===== src/hw/rtl/mbe_pkg.sv =====
// ----------------------------------------------------------------------------
// mbe_pkg
// Shared widths, payload types, register indexes and reset values for the
// escape-time unit.
// ----------------------------------------------------------------------------
package mbe_pkg;

  localparam int COORD_FRAC_BITS = 60;
  localparam int PIXEL_BITS      = 12;
  localparam int ITER_BITS       = 16;

  // fixed field widths
  localparam int COORD_W = 64;
  localparam int STEP_W  = 63;
  localparam int CFG_W   = 64;
  localparam int IDX_W   = 3;

  // pixel mapping
  localparam int PROD_W = PIXEL_BITS + STEP_W;
  localparam int MAP_W  = PROD_W + 1;

  // iteration datapath: x, y signed; x2, y2 non-negative
  localparam int X_W    = COORD_FRAC_BITS + 8;
  localparam int OP_W   = X_W + 1;
  localparam int RES_W  = COORD_FRAC_BITS + 10;
  localparam int SQ_W   = RES_W;
  localparam int HALF_W = (OP_W + 1) / 2;
  localparam int MAG_W  = 2 * HALF_W;
  localparam int ACC_W  = 2 * MAG_W;

  // job queue between front and back
  localparam int QDEPTH = 2;
  localparam int QPTR_W = $clog2(QDEPTH);

  typedef enum logic [IDX_W-1:0] {
    REG_ORIGIN_RE = 3'd0,
    REG_ORIGIN_IM = 3'd1,
    REG_STEP_RE   = 3'd2,
    REG_STEP_IM   = 3'd3,
    REG_MAX_ITER  = 3'd4
  } reg_idx_t;

  localparam logic signed [COORD_W-1:0] ORIGIN_RE_RST = 64'shE000_0000_0000_0000;
  localparam logic signed [COORD_W-1:0] ORIGIN_IM_RST = 64'shE800_0000_0000_0000;
  localparam logic [STEP_W-1:0]         STEP_RE_RST   = 63'd3377699720527872;
  localparam logic [STEP_W-1:0]         STEP_IM_RST   = 63'd3377699720527872;
  localparam logic [ITER_BITS-1:0]      MAX_ITER_RST  = ITER_BITS'(256);

  typedef struct packed {
    logic [PIXEL_BITS-1:0] pixel_col;
    logic [PIXEL_BITS-1:0] pixel_row;
  } pixel_t;

  typedef struct packed {
    logic [PIXEL_BITS-1:0] out_col;
    logic [PIXEL_BITS-1:0] out_row;
    logic [ITER_BITS-1:0]  iteration_count;
    logic                  escaped;
  } result_t;

  typedef struct packed {
    logic [PIXEL_BITS-1:0]     col;
    logic [PIXEL_BITS-1:0]     row;
    logic signed [COORD_W-1:0] cx;
    logic signed [COORD_W-1:0] cy;
  } job_t;

endpackage


===== src/hw/rtl/mbe_queue.sv =====
// ----------------------------------------------------------------------------
// mbe_queue
// Short FIFO of mapped jobs between the front and the iteration engine.
// ----------------------------------------------------------------------------
module mbe_queue import mbe_pkg::*; (
  input  logic   clk,
  input  logic   rst,
  input  logic   push,
  input  job_t   wdata,
  input  logic   pop,
  output job_t   rdata,
  output logic   full,
  output logic   empty
);

  job_t              mem [QDEPTH];
  logic [QPTR_W-1:0] wptr;
  logic [QPTR_W-1:0] rptr;
  logic [QPTR_W:0]   count;

  assign full  = (count == (QPTR_W+1)'(QDEPTH));
  assign empty = (count == '0);
  assign rdata = mem[rptr];

  always_ff @(posedge clk) begin
    if (rst) begin
      wptr  <= '0;
      rptr  <= '0;
      count <= '0;
    end else begin
      if (push) wptr <= wptr + 1'b1;
      if (pop)  rptr <= rptr + 1'b1;
      unique case ({push, pop})
        2'b10:   count <= count + 1'b1;
        2'b01:   count <= count - 1'b1;
        default: count <= count;
      endcase
    end
  end

  always_ff @(posedge clk) begin
    if (push) mem[wptr] <= wdata;
  end

endmodule


===== config.mk =====
export PLATFORM = sky130hd
export DESIGN_NAME = mbe_queue
export DESIGN_NICKNAME = d
export VERILOG_FILES = /design/src/hw/rtl/mbe_pkg.sv /design/src/hw/rtl/mbe_queue.sv
export SDC_FILE = /design/constraint.sdc
export NUM_CORES = 1
export LEC_CHECK = 0
export ABC_CLOCK_PERIOD_IN_PS = 8800
export BUFFER_PORTS_ARGS = -buffer_cell sky130_fd_sc_hd__buf_4
export CAP_MARGIN = 25
export CORE_ASPECT_RATIO = 2
export CORE_UTILIZATION = 52
export DETAILED_ROUTE_END_ITERATION = 8
export PLACE_DENSITY = 0.79
export SYNTH_ARGS = -nofsm -noshare
export SYNTH_HDL_FRONTEND = slang
export SYNTH_SLANG_ARGS = --single-unit

===== constraint.sdc =====
create_clock -name clk -period 8.8 [get_ports clk]
set_input_delay 0.44 -clock clk [delete_from_list [all_inputs] [get_ports clk]]
set_output_delay 0.44 -clock clk [all_outputs]
set_load 0.02 [all_outputs]

==> reports/results.ini <==
[run_status]
status=finished, final reports clean

[sta]
fin_skew_ns=0.00976
period_needed_ns=3.01
setup_viol=0
holdWs_ns=0.0968
max_freq_mhz=332
worst_pin_slew_ns=1.02
min_period_over_period_pct=34.2
grt_setup_unrepaired=no
tns_ns=0
finalHoldViolations=0
maxSlewViolCount=0
slew_headroom_pct=32.1

[final_layout]
drive_gt1_share_pct=60.6
syn_to_final_growth_pct=30.6
mostFrequentLayoutCell=buf_4
nets=979
fin_cells=1116
final_cell_mix=buf_4, edfxtp_1, mux2_4
final_util_pct=69.5

[floorplanning]
dieArea_um2=22700
die_w_um=107
num_rows=76
start_util_pct=53.2
core_area_um2=21600
die_h_um=212
ios=310

[cts]
ctsHoldBuffers=0
cts_tree=yes
cts_buffers=26
clkTransAtPathRegs_ns=0.07
cts.path.max_buffers=3
clock-sinks=309
postCtsSetupBuffers=0
cts-root-buf=clkbuf_16
h-tree-depth=1
clk-insertion-delay-late_ns=0.53
cts-resized-gates=0

[worst_setup_path]
slowest_delay_ns=0.81
setup.worst_path.start_class=flip-flop
cpMostUsedCell=buf_4
reg2regPathDepth=3
cp_top_family=buffers and inverters
cp.required_ns=8.36
worstPathArrival_ns=2.57
r2r_end=mem[1][33]$_DFFE_PP_
path_buf_inv=2
path_cells=buf_4 -> mux2_2 -> buf_4
rr_startpoint=wptr$_SDFFE_PP0P_
cp-end-kind=primary output
path_max_fanout=61
rrSetupSlack_ns=6.41
crit_slowest_cell=buf_4
path_class=reg -> out

[detailed_routing]
vias_per_cell=5.17
drcViolationCount=0
routed_wl_um=22500
drtIter0Drc=246
vias=5766
drtAntennaViolNets=0
drtPass1Iterations=4
wl_per_cell_um=20.2

[power_and_ir_drop]
powerDensity_nw_per_um2=229
power_mw=3.43
p_leak_nw=5.77
ir_drop_v=0.000190

[yosys]
syn_area_per_cell_um2=23.2
synthCells=495
synth-seq-cells=309
dominantRegCellSynth=edfxtp_1
syn_area_um2=11500
synth_warnings=0
syn_nets=652
synth_edf_count=304
synth_cell_types=16
async_flop_share_pct=0
synth-seq-area-share_pct=80.3

[grt]
grt_first_pass_wirelength_um=32700
grt_antenna_before_repair=3
grt_use_total_pct=19.4
globalRouteOverflowTotal=0
first_global_vias=6252
grt_max_degree=82

[place]
gp_congestion=0.747
dp.cells=1065
io_buffers=309
dp_hpwl_um=15500

[run]
maxCapViolations=0

[hold_path]
hold_depth=1
hold_path_end=mem[0][56]$_DFFE_PP_
hp-start=wdata[56]
hold_class=in -> reg

[cell usage after synthesis, drive strengths merged (3+ instances only)]
library cell / instances / area [um2]
nor2: 6 / 22.5
edfxtp: 304 / 9130
buf: 17 / 141
xnor2: 3 / 26.3
dfxtp: 5 / 100
mux2: 152 / 2010
[through the flow]
| step | worst slack, ns | instance area, um2 |
|---|---|---|
| floorplan | 1.27 | 11500 |
| global placement | 6.09 | 14100 |
| detailed placement | 5.97 | 14100 |
| CTS | 5.64 | 14900 |
| global route | 5.65 | 15000 |
| finish | 5.79 | 15000 |
[cell type report]
cell class,count,area [um2]
Sequential cell,309,9230
Fill cell,1338,6580
Timing Repair Buffer,316,2410
Multi-Input combinational cell,168,2120
Clock buffer,36,729
Tap cell,273,342
Clock inverter,10,154
Antenna cell,3,7.51
Inverter,1,3.75
[report_power, final]
part / total, mW / leakage (nW) / internal, mW / switching [mW]
Sequential: 1.75 / 2.90 / 1.72 / 0.0273
Clock: 1.18 / 0.428 / 0.696 / 0.482
Combinational: 0.505 / 2.45 / 0.248 / 0.256
[metal layers]
layer  vias up  global-route usage (%)  wire, um  share of wire (%)
met5         -                       0         0                  0
met4         0                    11.9      1280                5.7
met3        72                    4.14      1540                6.8
met2       251                    35.8     12500                 56
met1      2827                    19.5      7160                 32
li1       2616                       -         -                  -
[state kept, by name, summed over array words and instances, names as in the netlist, named ones only]
signal  cells
mem       304
rptr        1
wptr        1
count       2
[logic make-up (layout without fill, tap and decap cells)]
| kind of cell | Yosys count | in the layout | share of synthesized area (%) |
|---|---|---|---|
| DFF | 309 | 309 | 80.3 |
| muxes | 152 | 152 | 17.5 |
| buffers and inverters | 18 | 363 | 1.26 |
| and+or+nand+nor | 9 | 9 | 0.381 |
| xor gates and xnor gates | 4 | 4 | 0.305 |
| AOI/OAI and AO/OA | 2 | 2 | 0.0871 |
| adders and majority gates | 1 | 1 | 0.109 |
| other | 0 | 3 | 0 |
[how the worst max path moves through the flow]
stage	cells past startpoint	startpoint	to	slack, ns
2_1_floorplan	2	push	mem[0][0]$_DFFE_PP_	1.27
3_3_place_gp	3	push	mem[1][88]$_DFFE_PP_	6.09
3_5_place_dp	3	push	mem[1][23]$_DFFE_PP_	5.97
4_1_cts	3	flip-flop	rdata[35]	5.64
5_1_grt	3	flip-flop	rdata[18]	5.65
6_report	3	flip-flop	rdata[54]	5.79
[worst register-to-register path, cell delays in order, from the launching register on]
cell,delay (ns)
dfxtp_1,0.41
and2_4,0.83
buf_4,0.40
buf_16,0.33
Power figures use the tool's default switching activity.
