===== src/hw/rtl/mbe_pkg.sv =====
// ----------------------------------------------------------------------------
// mbe_pkg
// Shared widths, payload types, register indexes and reset values for the
// escape-time unit.
// ----------------------------------------------------------------------------
package mbe_pkg;

  localparam int COORD_FRAC_BITS = 60;
  localparam int PIXEL_BITS      = 12;
  localparam int ITER_BITS       = 16;

  // fixed field widths
  localparam int COORD_W = 64;
  localparam int STEP_W  = 63;
  localparam int CFG_W   = 64;
  localparam int IDX_W   = 3;

  // pixel mapping
  localparam int PROD_W = PIXEL_BITS + STEP_W;
  localparam int MAP_W  = PROD_W + 1;

  // iteration datapath: x, y signed; x2, y2 non-negative
  localparam int X_W    = COORD_FRAC_BITS + 8;
  localparam int OP_W   = X_W + 1;
  localparam int RES_W  = COORD_FRAC_BITS + 10;
  localparam int SQ_W   = RES_W;
  localparam int HALF_W = (OP_W + 1) / 2;
  localparam int MAG_W  = 2 * HALF_W;
  localparam int ACC_W  = 2 * MAG_W;

  // job queue between front and back
  localparam int QDEPTH = 2;
  localparam int QPTR_W = $clog2(QDEPTH);

  typedef enum logic [IDX_W-1:0] {
    REG_ORIGIN_RE = 3'd0,
    REG_ORIGIN_IM = 3'd1,
    REG_STEP_RE   = 3'd2,
    REG_STEP_IM   = 3'd3,
    REG_MAX_ITER  = 3'd4
  } reg_idx_t;

  localparam logic signed [COORD_W-1:0] ORIGIN_RE_RST = 64'shE000_0000_0000_0000;
  localparam logic signed [COORD_W-1:0] ORIGIN_IM_RST = 64'shE800_0000_0000_0000;
  localparam logic [STEP_W-1:0]         STEP_RE_RST   = 63'd3377699720527872;
  localparam logic [STEP_W-1:0]         STEP_IM_RST   = 63'd3377699720527872;
  localparam logic [ITER_BITS-1:0]      MAX_ITER_RST  = ITER_BITS'(256);

  typedef struct packed {
    logic [PIXEL_BITS-1:0] pixel_col;
    logic [PIXEL_BITS-1:0] pixel_row;
  } pixel_t;

  typedef struct packed {
    logic [PIXEL_BITS-1:0] out_col;
    logic [PIXEL_BITS-1:0] out_row;
    logic [ITER_BITS-1:0]  iteration_count;
    logic                  escaped;
  } result_t;

  typedef struct packed {
    logic [PIXEL_BITS-1:0]     col;
    logic [PIXEL_BITS-1:0]     row;
    logic signed [COORD_W-1:0] cx;
    logic signed [COORD_W-1:0] cy;
  } job_t;

endpackage


===== src/hw/rtl/mbe_front.sv =====
// ----------------------------------------------------------------------------
// mbe_front
// Takes a pixel, maps it to the point c and pushes the job into the queue.
// ----------------------------------------------------------------------------
module mbe_front import mbe_pkg::*; (
  input  logic                      clk,
  input  logic                      rst,
  input  logic                      start,
  input  pixel_t                    pixel,
  input  logic signed [COORD_W-1:0] origin_re,
  input  logic signed [COORD_W-1:0] origin_im,
  input  logic [STEP_W-1:0]         step_re,
  input  logic [STEP_W-1:0]         step_im,
  input  logic                      q_full,
  output logic                      busy,
  output logic                      push,
  output job_t                      job
);

  typedef enum logic [2:0] {
    F_IDLE = 3'b001,
    F_MUL  = 3'b010,
    F_ADD  = 3'b100
  } fstate_t;

  fstate_t state;
  fstate_t state_next;

  logic [PIXEL_BITS-1:0] col;
  logic [PIXEL_BITS-1:0] row;
  logic [PROD_W-1:0]     prod_re;
  logic [PROD_W-1:0]     prod_im;
  logic signed [MAP_W-1:0] sum_re;
  logic signed [MAP_W-1:0] sum_im;

  // saturate to the largest positive coordinate when the sum leaves 64 bits
  function automatic logic signed [COORD_W-1:0] sat_coord(logic signed [MAP_W-1:0] s);
    logic [MAP_W-COORD_W:0] top;
    top = s[MAP_W-1:COORD_W-1];
    if (top != '0 && top != '1) begin
      return {1'b0, {(COORD_W-1){1'b1}}};
    end
    return s[COORD_W-1:0];
  endfunction

  assign sum_re = $signed({1'b0, prod_re}) + MAP_W'(origin_re);
  assign sum_im = $signed({1'b0, prod_im}) + MAP_W'(origin_im);

  assign busy = (state != F_IDLE);
  assign push = (state == F_ADD) && !q_full;

  always_comb begin
    job.col = col;
    job.row = row;
    job.cx  = sat_coord(sum_re);
    job.cy  = sat_coord(sum_im);
  end

  always_comb begin
    state_next = state;
    unique case (state)
      F_IDLE: if (start) state_next = F_MUL;
      F_MUL:  state_next = F_ADD;
      F_ADD:  if (!q_full) state_next = F_IDLE;
      default: state_next = F_IDLE;
    endcase
  end

  always_ff @(posedge clk) begin
    if (rst) begin
      state <= F_IDLE;
    end else begin
      state <= state_next;
    end
  end

  always_ff @(posedge clk) begin
    if (state == F_IDLE && start) begin
      col <= pixel.pixel_col;
      row <= pixel.pixel_row;
    end
    if (state == F_MUL) begin
      prod_re <= PROD_W'(col) * PROD_W'(step_re);
      prod_im <= PROD_W'(row) * PROD_W'(step_im);
    end
  end

endmodule


===== config.mk =====
export PLATFORM = sky130hd
export DESIGN_NAME = mbe_front
export DESIGN_NICKNAME = d
export VERILOG_FILES = /design/src/hw/rtl/mbe_pkg.sv /design/src/hw/rtl/mbe_front.sv
export SDC_FILE = /design/constraint.sdc
export NUM_CORES = 2
export LEC_CHECK = 0
export ABC_AREA = 1
export CAP_MARGIN = 5
export CORE_MARGIN = 5
export CORE_UTILIZATION = 68
export CTS_BUF_LIST = sky130_fd_sc_hd__clkbuf_4 sky130_fd_sc_hd__clkbuf_8 sky130_fd_sc_hd__clkbuf_16
export DETAILED_ROUTE_END_ITERATION = 8
export DONT_BUFFER_PORTS = 1
export GPL_ROUTABILITY_DRIVEN = 0
export MAX_ROUTING_LAYER = met4
export PLACE_DENSITY = 0.82
export SYNTH_ARGS = -nofsm -noshare
export SYNTH_HDL_FRONTEND = slang
export SYNTH_SLANG_ARGS = --single-unit
export TNS_END_PERCENT = 10

===== constraint.sdc =====
create_clock -name clk -period 12.59 [get_ports clk]
set_input_delay 1.8885 -clock clk [delete_from_list [all_inputs] [get_ports clk]]
set_output_delay 1.8885 -clock clk [all_outputs]
set_load 0.01 [all_outputs]

==> out/metrics.yaml <==
worstPathMaxFanout: 45
clk_latency_ns: 0.51
hold_class: "reg -> reg"
synth_edf_count: 174
cts_setup_buffers: 0
cts_resized: 0
grt_max_degree: 78
cpMaxStageDelayCell: "edfxtp_1"
critPathArrivalTime_ns: 7.51
synthXorXnorAreaFrac_pct: 3.34
finClkSkew_ns: 0.0317
syn_area_mm2: 0.0674
crit_type: "reg -> reg"
track_usage_pct: 41.0
via_per_inst: 5.85
rsz0062_at_grt: "false"
path_buf_inv: 4
final_nets: 11096
period_share_pct: 58.6
whs_ns: 0.555
start_util_pct: 68.5
maxCapViolations: 0
fill_cells: 8130
clock.fmax_ghz: 0.136
core_mm2: 0.0984
synth_top_family_by_area: "adder cells"
drtIter0Drc: 8273
syn_nets: 11356
drive_above_1_share_pct: 3.02
max_stage_delay_ns: 0.95
use_met2_pct: 55.3
portBuffers: 0
post-synth-top-area-fraction_pct: 36.3
synth-main-ff-cell: "edfxtp_1"
die_h_um: 325
ys_seq_elements: 177
cts_sinks: 177
synth_compound_area_share_pct: 6.97
yosysTopAreaCell: "fa_1"
htreeDepth: 4
tritoncts: "yes"
synthTopCellsByArea: "fa_1, nand2_1, inv_1"
postCtsHoldBufs: 0
ys_async_sr_fraction_pct: 0
ys_types: 53
r2r_start: "row[11]"
synthCells: 9476
gr-total-overflow: 0
syn2layout_area_growth_pct: 1.93
routed_wl_um: 212000
grt_pass1_wl_um: 331000
slew_viol_final: 0
die_x_um: 325
setup_viol: 0
die-area_mm2: 0.105
slew_headroom_pct: 23.7
met1_usage_pct: 55.0
synth-simple-area-share_pct: 23.0
worst_pin_slew_ns: 1.14
ys_seq_area_share_pct: 7.84
ioPinCount: 436
startpoint: "row[11]"
vias: 61784
final_cell_mix: "nand2_1, inv_1, fa_1, nor2_1, a21oi_1"
tns_ns: 0
violations: "DRC"
final_common_cell: "nand2_1"
grt.busiest_layer: "met2"
outcome: "finished, violations left"
ys.warnings.count: 0
min_period_ns: 7.38
drc_errors: 28
path_clk_slew_ns: 0.10
grt_use_met3_pct: 16.7
cts_buffer_depth: 2
cts_buffers: 17
cp.required_ns: 12.73
synth_mux_area_share_pct: 0
synthAdderAreaFrac_pct: 43.3
path_delay_family: "adder cells"
critPathLaunchType: "register"
rows: 115
hold_viol_final: 0
hold_start: "state[2]"
dp_hpwl_um: 173000
antenna_found_initial: 30
cp-end-kind: "register"
ant_nets: 0
first_pass_iters: 9
syn_avg_cell_area_um2: 7.11
cp_cell_sequence: "buf_4 -> nand2_1 -> inv_1 -> fa_1 -> fa_1 -> fa_1 -> fa_1 -> inv_1 -> fa_1 -> inv_1 -> ha_1 -> nand2_1 -> nor2_1 -> nor2_1 -> nand2_1 -> a211oi_1 -> o21ai_1 -> a21boi_0 -> xnor2_1"
cp_common_cell: "fa_1"
cts-root-buf: "clkbuf_16"
wl_per_cell_um: 20.1
grt_pass1_vias: 61659
[routing by layer]
metal	vias up	wire length [um]
met4	0	10600
met3	819	36600
met5	-	0
met1	29051	79300
li1	27142	-
met2	4772	85300
[path summary, 6_finish.rpt]
check                           slack (ns)     endpoint  cells after the start
worst min-delay path                  0.55     state[2]                      2
worst min register to register        0.55     state[2]                      2
worst max register to register        5.21  prod_im[42]                     19
worst max-delay path                  5.21  prod_im[42]                     19
[Yosys cell counts, types with 5 or more instances]
cell type	n
nand2_1	2800
and2_1	5
inv_2	10
o21ai_1	10
xnor2_1	130
nor4_1	13
edfxtp_1	174
nor2_4	6
nor2_2	43
a21boi_0	14
nand3_2	20
nand4_1	29
nand2_2	122
a31oi_1	46
nand3_1	145
ha_1	376
a211oi_1	10
xor2_1	127
inv_1	2437
nor2_1	603
o21ai_0	218
o21a_1	29
o221ai_1	6
buf_6	5
clkbuf_1	294
o2111ai_1	6
and3_1	8
a21oi_1	417
o211ai_1	9
fa_1	1222
o21bai_1	46
nor3_1	37
a21o_1	21
[stage by stage]
| step | instance area, um2 | cells | util (%) | setup WS (ns) |
|---|---|---|---|---|
| 3_5_place_dp | 67900 | 10484 | 69.0 | 5.29 |
| 5_1_grt | 68700 | 10551 | 69.8 | 5.12 |
| 4_1_cts | 68600 | 10516 | 69.7 | 5.64 |
| 2_1_floorplan | 67400 | 9476 | - | 0.949 |
| 6_report | 68700 | 10557 | 69.8 | 5.21 |
| 3_3_place_gp | 67900 | 10484 | 69.0 | 5.31 |
[layout make-up]
class / instances / area, um2 / share of cell area [%]
multi-input combinational: 6546 / 51600 / 75.2
sequential: 177 / 5290 / 7.69
clock buffer: 19 / 440 / 0.641
inverter: 2447 / 9190 / 13.4
clock inverter: 13 / 218 / 0.317
antenna: 41 / 103 / 0.149
tap: 1287 / 1610 / 2.34
timing repair buffer: 27 / 203 / 0.295
[kinds of logic (layout without fill, tap and decap cells)]
kind of cell	after synthesis	after routing
AOI/OAI and AO/OA	845	845
xor gates and xnor gates	257	257
adders and majority gates	1598	1598
buffers and inverters	2753	2506
DFF	177	177
other	0	41
and+or+nand+nor	3846	3846
[worst reg2reg max path: stages, from the launching register on]
cell and delay, ns:
edfxtp_1 0.95, buf_4 0.76, nand2_1 0.16, inv_1 0.11
fa_1 0.46, fa_1 0.54, fa_1 0.45, fa_1 0.49
inv_1 0.06, fa_1 0.49, inv_1 0.04, ha_1 0.33
nand2_1 0.16, nor2_1 0.07, nor2_1 0.16, nand2_1 0.09
a211oi_1 0.25, o21ai_1 0.20, a21boi_0 0.83, xnor2_1 0.41
[registers in the layout (all words and copies together), names as in the netlist]
register,flops
prod_im,75
prod_re,75
row,12
col,12
state,3
Power is left out: the tool's default activity adds up to more than one toggle a clock period on the data nets, which glitch-free logic cannot reach.
